==> src/hw/rtl/pfld_pkg.sv <==
`timescale 1ns / 1ps

package pfld_pkg;

  // Default frame geometry
  localparam int WIDTH_DEF = 128;
  localparam int PAGES_DEF = 8;

  // Field widths
  localparam int COL_W  = 7;
  localparam int ROW_W  = 6;
  localparam int PAGE_W = 3;
  localparam int FUNC_W = 2;
  localparam int BYTE_W = 8;

  // Divider operand width, and the widths of the line stepping registers
  localparam int DIV_W = 7;
  localparam int POS_W = 9;
  localparam int SUM_W = DIV_W + 1;

  // Command codes
  localparam logic [FUNC_W-1:0] FUNC_PIXEL = 2'd0;
  localparam logic [FUNC_W-1:0] FUNC_LINE  = 2'd1;
  localparam logic [FUNC_W-1:0] FUNC_READ  = 2'd2;

  // Divider request and result
  typedef struct packed {
    logic             go;
    logic [DIV_W-1:0] num;
    logic [DIV_W-1:0] den;
  } div_req_t;

  typedef struct packed {
    logic             done;
    logic [DIV_W-1:0] quo;
    logic [DIV_W-1:0] rem;
  } div_res_t;

endpackage

==> src/hw/rtl/pfld_div.sv <==
`timescale 1ns / 1ps

// Restoring unsigned divider, one quotient bit per cycle.
// den must be nonzero when go is raised.
module pfld_div (
  input  logic               clk,
  input  logic               rst,
  input  pfld_pkg::div_req_t req,
  output pfld_pkg::div_res_t res
);
  import pfld_pkg::*;

  localparam int CNT_W = $clog2(DIV_W + 1);

  logic [DIV_W-1:0] rem;
  logic [DIV_W-1:0] quo;
  logic [DIV_W-1:0] den;
  logic [CNT_W-1:0] cnt;
  logic             run;
  logic             done;
  logic [DIV_W:0]   shifted;
  logic [DIV_W:0]   diff;

  // trial subtract of the divisor from the partial remainder
  assign shifted = {rem, quo[DIV_W-1]};
  assign diff    = shifted - {1'b0, den};

  always_ff @(posedge clk) begin
    if (rst) begin
      run  <= 1'b0;
      done <= 1'b0;
    end else begin
      done <= 1'b0;
      if (req.go) begin
        rem <= '0;
        quo <= req.num;
        den <= req.den;
        cnt <= CNT_W'(DIV_W);
        run <= 1'b1;
      end else if (run) begin
        if (!diff[DIV_W]) begin
          rem <= diff[DIV_W-1:0];
          quo <= {quo[DIV_W-2:0], 1'b1};
        end else begin
          rem <= shifted[DIV_W-1:0];
          quo <= {quo[DIV_W-2:0], 1'b0};
        end
        cnt <= cnt - CNT_W'(1);
        if (cnt == CNT_W'(1)) begin
          run  <= 1'b0;
          done <= 1'b1;
        end
      end
    end
  end

  assign res.done = done;
  assign res.quo  = quo;
  assign res.rem  = rem;

endmodule

==> config.mk <==
export PLATFORM = sky130hd
export DESIGN_NAME = pfld_div
export DESIGN_NICKNAME = d
export VERILOG_FILES = /design/src/hw/rtl/pfld_pkg.sv /design/src/hw/rtl/pfld_div.sv
export SDC_FILE = /design/constraint.sdc
export NUM_CORES = 1
export LEC_CHECK = 0
export ABC_AREA = 1
export BUFFER_PORTS_ARGS = -buffer_cell sky130_fd_sc_hd__buf_2
export CAP_MARGIN = 15
export CORE_MARGIN = 2
export CORE_UTILIZATION = 45
export DETAILED_ROUTE_END_ITERATION = 7
export MAX_ROUTING_LAYER = met4
export PLACE_DENSITY = 0.7
export SYNTH_ARGS = -nofsm -noshare
export SYNTH_HDL_FRONTEND = slang
export SYNTH_SLANG_ARGS = --single-unit
==> constraint.sdc <==
create_clock -name clk -period 2.3 [get_ports clk]
set_input_delay 0.115 -clock clk [delete_from_list [all_inputs] [get_ports clk]]
set_output_delay 0.115 -clock clk [all_outputs]
set_load 0.01 [all_outputs]
---- Yosys cells after proc, flatten, opt, wreduce, memory -nomap -nowiden ----
Cells that the tools add are included.
storage, ports and cells
  flip-flop bits (word level) ............. 26
  bits in latches ......................... 0
  memory bits (writable) .................. 0
  bits in read-only memories .............. 0
  input port bits ......................... 17
  output and inout bits ................... 15
  word-level logic and storage cells ...... 25
  memories ................................ 0
cells by class
  $add $sub $neg .......................... 2
  multiply operators ...................... 0
  divide/modulo/power cells ............... 0
  magnitude comparators ................... 0
  eq/ne operators ......................... 1
  shift-type cells ........................ 0
  multiplexer cells ....................... 10
  bitwise logic cells ..................... 2
  reduce and logical (&&, ||, !) cells .... 4
operators by type and width
  kind                                                                number
  7-bit 2-to-1 mux                                                    4
  8-bit by 7-bit subtractor with 8-bit output                         1
  1-bit 2-to-1 mux                                                    5
  2-bit AND reduction                                                 2
  3-bit by 1-bit == test with 1-bit output, second input constant     1
  3-bit 2-to-1 mux                                                    1
  3-bit OR reduction                                                  1
  3-bit by 1-bit subtractor with 3-bit output, second input constant  1
  1-bit NOT                                                           2
  2-bit nonzero test                                                  1

---- Logic depth before layout (Yosys ltp) ----
Gate-level depths: netlist (run 1).
  depth in word-level cells ............... 4
  gate-level depth with buffers ........... 11
  depth with buffers taken out ............ 11

---- Worst setup path after synthesis (run 1) ----
Ideal clock, no wire load.
  kind .................................... input -> register
  start point ............................. in req[14] (netlist bit)
  end point ............................... reg cnt[0], enable pin
  setup time .............................. 0.398 ns
  data arrival time ....................... 1.408 ns
  data required time ...................... 1.902 ns
  slack ................................... 0.493 ns
  cell stages on the path ................. 3
  buffers on the path ..................... 1
  cell sequence ........................... buf_2 > clkinv_1 > a21oi_1
between the ends
  word-level cells in the longest chain between the ends .. 2
ends and longest elaborated chain
  item                           line            RTL
  start: declaration             pfld_div.sv:8   input pfld_pkg::div_req_t req,
  2-bit nonzero test (no line)   -
  2-bit AND reduction (no line)  -
  end signal: assignment         pfld_div.sv:38  cnt <= CNT_W'(DIV_W);
  end signal: assignment         pfld_div.sv:48  cnt <= cnt - CNT_W'(1);
  end: declaration               pfld_div.sv:18  logic [CNT_W-1:0] cnt;
Every way passes these cells.
A chain may end at the register's enable or synchronous reset.

---- Worst setup path after layout (run 1) ----
  start point ............................. reg rem[4]
  end point ............................... reg rem[4], data pin
between the ends
  word-level cells in the longest chain between the ends .. 3
ends and longest elaborated chain
  item                                         line            RTL
  start: declaration                           pfld_div.sv:15  logic [DIV_W-1:0] rem;
  start signal: assignment                     pfld_div.sv:42  rem <= diff[DIV_W-1:0];
  start signal: assignment                     pfld_div.sv:45  rem <= shifted[DIV_W-1:0];
  8-bit by 7-bit subtractor with 8-bit output  pfld_div.sv:26  assign diff = shifted - {1'b0, den};
  7-bit 2-to-1 mux                             pfld_div.sv:41  if (!diff[DIV_W]) begin
  7-bit 2-to-1 mux                             pfld_div.sv:40  end else if (run) begin
Every way passes these cells. The select of a mux whose other input is x is not followed.

==> run metrics, run 1 <==
outcome=finished, final reports clean; num rows=21; prevailing post-synth register cell=sky130_fd_sc_hd__edfxtp_1; Setup Skew=0.002425 ns; initial antenna violation count=0; internal reg-to-reg setup slack=0.44 ns; type of the worst min-delay path=in -> reg; Root Buffer Master=sky130_fd_sc_hd__clkbuf_4; router iterations before antenna repair=4; drt wl/cell=11.01 um; upper clock frequency limit=0.5372 GHz; routing layer with the top usage in global route=met2; clock period minus worst slack=about 1.9 ns; Critical Path RT=2.39 ns; Worst setup EP type=flop; post-layout net count=approximately 240; terminating pin of the worst hold path=quo[5]$_DFFE_PP_; Worst Hold Path Cells=3; RSZ-0062 raised after global routing=no; clock latency of the later-clocked register in the worst-skew pair=0.31 ns; Final Max Tran Viols=0; 1st-iter DRT viols=40; met3 routing resource usage after global routing=2.484%; Num Clock Sinks=26; area added between synthesis and finish=22.11%; final routed wirelength across all metal layers=2.797 mm; initial standard-cell utilization of the core=46.17%; Mapped Nets=~190; number of nets with antenna violations after routing=0; reg-to-reg startpoint=rem[4]$_SDFFCE_PP0P_; die height=62.05 um; met2 layer usage reported by global route=25.15%; pre-CTS setup slack=0.4490 ns; proportion of layout cells with a drive suffix above 1=between 20% and 30%; Clock transition at path regs=0.13 ns; Multi-input gate area=634.4 um^2; post-synthesis cell type with the largest combined area=sky130_fd_sc_hd__edfxtp_1; number of instances resized during post-cts repair=0; CTS tree=yes; Sequential Area=760.7 um^2; power per cell area=614.5 nW/um^2; Post-Synthesis Cell Area=around 1500 um^2; area share of the leading cell type in the synthesized netlist=47.52%; Final setup viols=0; capture instance of the worst register-to-register path=rem[4]$_SDFFCE_PP0P_; total I/O pin count=32; worst hold margin=a little under 0.06 ns; number of inserted filler cells in the final layout=312; Mean Syn Cell Area=9.191 um^2; number of register bits inferred by synthesis=26; global routing usage summed across all routing layers=17.53%; number of different library cells in the post-synthesis netlist=27; arrival time at the worst endpoint=1.95 ns; vias after detailed routing=about 1,100; final HPWL from detailed placement=2.099 mm; # H-tree levels=1; floorplan die width=62.05 um; share of flip-flops with an asynchronous set or reset after synthesis=0%; most common cell in the netlist=sky130_fd_sc_hd__nand2_1; Buffers on Ports=31; number of flops mapped to enable cells by yosys=24; leading cell types by count after synthesis=sky130_fd_sc_hd__nand2_1 (48), sky130_fd_sc_hd__inv_1 (26), sky130_fd_sc_hd__edfxtp_1 (24); total clock buffers created by CTS=3; worst max-slew margin expressed relative to the limit=52.79%; max cap viols=0; leading cell types by total area after synthesis=sky130_fd_sc_hd__edfxtp_1 (48%), sky130_fd_sc_hd__nand2_1 (12%), sky130_fd_sc_hd__ha_1 (7.4%), sky130_fd_sc_hd__inv_1 (6.4%), sky130_fd_sc_hd__nor2_1 (4.0%); largest buffer count on any clock path=2; wire length of the first global-routing pass=4.788 mm; overall overflow remaining after global route=0; Yosys warnings=0; post-route clock period utilization=80.93%; placer congestion estimate=0.8344; measured slew at the worst slew-check pin=~0.71 ns; global-route met1 utilization=roughly a quarter; worst hold path startpoint=req[12]; cells after synthesis=165; DR DRC count=0; maximum number of pins on one net before global-route repair=18; final standard cell utilization of the core=56.38%; Vias per Instance=4.488; number of cells traversed by the worst register-to-register path=9; critical setup path kind=reg -> reg; kind of start point of the critical path=flop; hold violation total from the final report=0; worst-path fanout max=5; die outline area=3850 um^2; maximum resistive drop on vdd=0.3090 mV; proportion of synthesized chip area in sequential cells=~50%; setup slack of the critical path after layout=around 0.44 ns; Core Area=3284 um^2; number of global-route vias before repair=1,089; Diodes inserted=0; Leak Pwr=0.9202 nW; Post-Route Setup TNS=0 ns
## cell type report
| cell class | count | area share [%] |
|---|---|---|
| Clock buffer | 4 | 1.959 |
| Inverter | 28 | 5.676 |
| Multi-Input combinational cell | 108 | 34.26 |
| Sequential cell | 26 | 41.08 |
| Tap cell | 46 | 3.108 |
| Timing Repair Buffer | 42 | 13.92 |
## per-stage QoR
stage / power [W] / cell area [um^2] / cells
after global routing: 0.001231 / 1852 / 254
after CTS: 0.001148 / 1852 / 254
after floorplan: 0.0008294 / 1516 / 165
after global placement: 0.0009139 / 1735 / 242
final: 0.001138 / 1852 / 254
after detailed placement: 0.0009159 / 1735 / 242
## what timing repair did
| action | in CTS | in global routing |
|---|---|---|
| buffers inserted | 0 | 0 |
| hold buffers | 8 | 0 |
| endpoints found under the setup margin | 0 | 0 |
| endpoints found under the hold margin | 8 | 0 |
## flip-flops by register name, indices dropped and copies added (netlist names)
signal	count
rem	7
den	7
run	1
cnt	3
done	1
quo	7
## worst max-delay path by stage
| stage | start | to |
|---|---|---|
| global route | rem[4]$_SDFFCE_PP0P_ | rem[4]$_SDFFCE_PP0P_ |
| floorplan | req[14] | cnt[0]$_SDFFCE_PP1P_ |
| CTS | rem[4]$_SDFFCE_PP0P_ | rem[4]$_SDFFCE_PP0P_ |
| detailed placement | rem[4]$_SDFFCE_PP0P_ | rem[4]$_SDFFCE_PP0P_ |
| global placement | rem[4]$_SDFFCE_PP0P_ | rem[0]$_SDFFCE_PP0P_ |
| finish | rem[4]$_SDFFCE_PP0P_ | rem[4]$_SDFFCE_PP0P_ |
## per-layer routing
metal	up-vias	routed length, um
met2	28	1278
met4	0	34
met1	498	1365
li1	610	-
met3	4	119
met5	-	0
## worst max-delay path, stage by stage (launching register included)
cell and delay [ns]:
sky130_fd_sc_hd__edfxtp_1 0.46, sky130_fd_sc_hd__ha_1 0.40, sky130_fd_sc_hd__nand2_2 0.13, sky130_fd_sc_hd__inv_2 0.05, sky130_fd_sc_hd__a21oi_4 0.20, sky130_fd_sc_hd__nand2_4 0.09, sky130_fd_sc_hd__nand2_4 0.09, sky130_fd_sc_hd__nand2_4 0.07
sky130_fd_sc_hd__nor2_1 0.10, sky130_fd_sc_hd__nor2_1 0.06
## report_power, final
part           switching, W  internal [W]  total (W)
clock              0.000126     0.0000966   0.000223
sequential        0.0000213      0.000562   0.000583
combinational      0.000197      0.000134   0.000331
total              0.000345      0.000793    0.00114
## cells in the final DEF, fill, tap and decap left out, types with 4 or more instances in the layout
cell                            Yosys  routed
sky130_fd_sc_hd__edfxtp_1          24      24
sky130_fd_sc_hd__xnor2_1            4       4
sky130_fd_sc_hd__nand3_1           10      10
sky130_fd_sc_hd__nand2_1           48      48
sky130_fd_sc_hd__dlygate4sd3_1      0       8
sky130_fd_sc_hd__nor2_1            16      16
sky130_fd_sc_hd__inv_1             26      26
sky130_fd_sc_hd__nand2_4            4       4
sky130_fd_sc_hd__buf_2              1      31
sky130_fd_sc_hd__ha_1               9       9
## cells by family after synthesis
family	Yosys count	share of synthesized area (%)
AND/OR/NAND/NOR	88	27.89
buffers and inverters	31	8.002
flip-flops	26	50.17
adder cells (fa/ha/maj)	10	8.746
AO/OA/AOI/OAI	6	2.888
XOR/XNOR	4	2.310
No activity file was read; power rests on OpenSTA's default activity.
==> run 2: changes to the inputs <==
--- a/config.mk
+++ b/config.mk
@@ -5,14 +5,14 @@
 export SDC_FILE = /design/constraint.sdc
 export NUM_CORES = 1
 export LEC_CHECK = 0
-export ABC_AREA = 1
+export ABC_AREA = 0
 export BUFFER_PORTS_ARGS = -buffer_cell sky130_fd_sc_hd__buf_2
 export CAP_MARGIN = 15
 export CORE_MARGIN = 2
 export CORE_UTILIZATION = 45
 export DETAILED_ROUTE_END_ITERATION = 7
 export MAX_ROUTING_LAYER = met4
-export PLACE_DENSITY = 0.7
+export PLACE_DENSITY = 0.73
 export SYNTH_ARGS = -nofsm -noshare
 export SYNTH_HDL_FRONTEND = slang
 export SYNTH_SLANG_ARGS = --single-unit
==> constraint.sdc (replaced) <==
create_clock -name clk -period 1.7 [get_ports clk]
set_input_delay 0.085 -clock clk [delete_from_list [all_inputs] [get_ports clk]]
set_output_delay 0.085 -clock clk [all_outputs]
set_load 0.01 [all_outputs]
==> run 2 against run 1 <==
The run now ends with negative setup slack left. Clock power is 43% higher. Area after synthesis is 1.8% lower. Global-route usage is 3.7 points higher. Via count is 12% higher. Utilization is 14 points higher. Design area is 19% higher. Register-to-register slack worse by 0.87 ns. Critical path type unchanged.
==> run metrics, run 2 <==
number of inserted filler cells in the final layout=~230; num rows=20; critical setup path kind=reg -> reg; Setup Skew=0.005248 ns; max layer used=met4; wire length of the first global-routing pass=~5.7 mm; Core Area=just over 3000 um^2; share of total power consumed by net switching=30.05%; overall overflow remaining after global route=0; global routing usage summed across all routing layers=approximately a fifth; Final setup viols=8; DR WL met3=108 um; floorplan die width=~62 um; proportion of synthesized chip area in sequential cells=between 50% and 60%; drt wl/cell=14.53 um; setup slack of the critical path after layout=-0.4346 ns; Root Buffer Master=sky130_fd_sc_hd__clkbuf_4; prevailing post-synth register cell=sky130_fd_sc_hd__edfxtp_1; final routed wirelength across all metal layers=3.532 mm; Vias per Instance=5.247; source of the critical timing path=den[1]$_DFFE_PP_; Yosys warnings=0; measured slew at the worst slew-check pin=0.3896 ns; die height=61.52 um; 1st-iter DRT viols=47; DR DRC count=0; worst-path fanout max=4; upper clock frequency limit=~0.47 GHz; post-route clock period utilization=125.6%; CTS tree=yes; internal power component=0.001287 W; Final Max Tran Viols=0; Post-Synthesis Cell Area=around 1500 um^2; die outline area=3785 um^2; number of nets with antenna violations after routing=0; Post-Layout Inst Area=2197 um^2; max cap viols=0; post-layout net count=227; final HPWL from detailed placement=about 2.6 mm; proportion of layout cells with a drive suffix above 1=53.27%; clock period minus worst slack=roughly 2.1 ns; Placement Cell Area=1961 um^2; number of register bits inferred by synthesis=26; met2 wirelength from detailed routing=1.736 mm; share of total power in sequential cells=between 40 and 50%; number of flops mapped to enable cells by yosys=24; Multi-input gate area=slightly below 800 um^2; initial antenna violation count=0; total clock buffers created by CTS=3; Leak Pwr=0.9340 nW; violated checks=negative setup slack; total I/O pin count=32; pre-CTS setup slack=-0.5060 ns; area added between synthesis and finish=47.56%; worst hold path startpoint=req[13]; type of the worst min-delay path=in -> reg; Buffers on Ports=31; router iterations before antenna repair=4; worst max-slew margin expressed relative to the limit=about three quarters; Num Clock Sinks=26; Clock transition at path regs=around 0.15 ns; number of global-route vias before repair=roughly 1,300; share of flip-flops with an asynchronous set or reset after synthesis=0%; hold violation total from the final report=0; most common cell after layout, fill and taps aside=sky130_fd_sc_hd__buf_4; post-synthesis cell type with the largest combined area=sky130_fd_sc_hd__edfxtp_1; cells after synthesis=121; part of the total power dissipated in combinational logic=39.6%; initial standard-cell utilization of the core=~48%; clock network fraction of total power=17.3%; maximum resistive drop on vdd=0.6190 mV; reg-to-reg startpoint=den[1]$_DFFE_PP_; Worst setup EP type=flop; most common cell in the netlist=sky130_fd_sc_hd__edfxtp_1; arrival time at the worst endpoint=roughly 2.3 ns; # H-tree levels=1; area share of the leading cell type in the synthesized netlist=48.40%; largest buffer count on any clock path=2; Diodes inserted=0; final standard cell utilization of the core=70.81%; leading cell types by total area after synthesis=sky130_fd_sc_hd__edfxtp_1 (48%), sky130_fd_sc_hd__ha_1 (7.6%), sky130_fd_sc_hd__mux2_2 (4.5%), sky130_fd_sc_hd__a21oi_1 (3.7%), sky130_fd_sc_hd__inv_1 (3.0%); clock latency of the later-clocked register in the worst-skew pair=roughly 0.32 ns; leading cell types by count after synthesis=sky130_fd_sc_hd__edfxtp_1 (24), sky130_fd_sc_hd__inv_1 (12), sky130_fd_sc_hd__a21oi_1 (11); kind of start point of the critical path=flop; switching power=0.0005528 W; placer congestion estimate=0.8804; number of different library cells in the post-synthesis netlist=38; power per cell area=between 800 and 900 nW/um^2; Mapped Nets=148; Mean Syn Cell Area=approximately 12 um^2; Sequential Area=roughly 760 um^2; outcome=finished with violations; maximum number of pins on one net before global-route repair=19; registers with the highest flip-flop counts=den x7, quo x7, rem x7; met1 routed wirelength after detailed routing=1.655 mm; overall power of the completed layout=0.001840 W; vias after detailed routing=1,275; Critical Path RT=1.88 ns; commonest non-fill, non-tap cells in the layout=sky130_fd_sc_hd__buf_4 (35), sky130_fd_sc_hd__buf_2 (31), sky130_fd_sc_hd__edfxtp_1 (24); Post-Route Setup TNS=-2.876 ns; RSZ-0062 raised after global routing=yes
==> run 2: cell types whose count changed after synthesis, sizes merged, moves of 7 or more <==
cell / previous run / this run
inv: 27 / 12
nor2: 17 / 6
o21ai: 1 / 9
a21oi: 4 / 11
nand3: 13 / 2
nand2: 54 / 4
==> run 2: metal layers <==
metal  track usage, %  up-vias
li1                 -      610
met1            27.91      625
met2            35.94       34
met3            2.941        6
met4            2.736        0
met5                -        -
==> run 2: cell type report <==
| class | count | area share, % |
|---|---|---|
| clock buffer | 4 | 1.651 |
| multi-input combinational | 80 | 34.97 |
| timing repair buffer | 77 | 24.20 |
| tap | 44 | 2.506 |
| sequential | 26 | 34.62 |
| inverter | 12 | 2.050 |
==> run 2: worst paths after layout <==
| path | depth (start not counted) | to | slack [ns] |
|---|---|---|---|
| hold / removal | 2 | quo[6]$_DFFE_PP_ | 0.06 |
| setup reg to reg | 7 | rem[3]$_SDFFCE_PP0P_ | -0.43 |
| hold reg to reg | 1 | done$_SDFF_PP0_ | 0.53 |
| setup / recovery | 7 | rem[3]$_SDFFCE_PP0P_ | -0.43 |
==> run 2: timing repair <==
item,4_1_cts,5_1_grt
buffers inserted,3,1
setup endpoints to repair,8,8
hold buffers,8,0
gates resized for setup,21,3
pin swaps,6,0
hold endpoints to repair,8,0
==> run 2: cells by family (layout without fill, tap and decap cells) <==
| group | count (synthesis) | count (layout) | synth area share [%] |
|---|---|---|---|
| xor+xnor | 2 | 2 | 1.177 |
| fa+ha+maj | 10 | 10 | 8.908 |
| buf+inv | 15 | 93 | 5.378 |
| flops | 26 | 26 | 51.09 |
| simple gates | 24 | 24 | 8.824 |
| compound gates | 38 | 38 | 20.08 |
| mux | 6 | 6 | 4.537 |
==> run 2: worst max-delay path: stages, from the launching register on <==
cell                       delay [ns]
sky130_fd_sc_hd__edfxtp_1        0.44
sky130_fd_sc_hd__inv_2           0.08
sky130_fd_sc_hd__ha_1            0.22
sky130_fd_sc_hd__nor2b_4         0.14
sky130_fd_sc_hd__o31ai_4         0.27
sky130_fd_sc_hd__a31oi_4         0.16
sky130_fd_sc_hd__or4b_1          0.56
sky130_fd_sc_hd__a21oi_2         0.13
==> run 2: stage by stage <==
| stage | cells | hold slack (ns) |
|---|---|---|
| 2_1_floorplan | 121 | 0.1571 |
| 3_3_place_gp | 227 | 0.2610 |
| 3_5_place_dp | 227 | 0.2646 |
| 4_1_cts | 242 | 0.05624 |
| 5_1_grt | 243 | 0.04718 |
| 6_report | 243 | 0.05714 |
==> run 2: power by group through the flow <==
stage / Sequential, W / Clock [W] / Combinational [W]
2_1_floorplan: 0.000819 / 0 / 0.000338
3_3_place_gp: 0.000801 / 0 / 0.000595
3_5_place_dp: 0.000804 / 0 / 0.000613
4_1_cts: 0.000793 / 0.000317 / 0.000709
5_1_grt: 0.000799 / 0.000340 / 0.000782
6_report: 0.000794 / 0.000318 / 0.000728
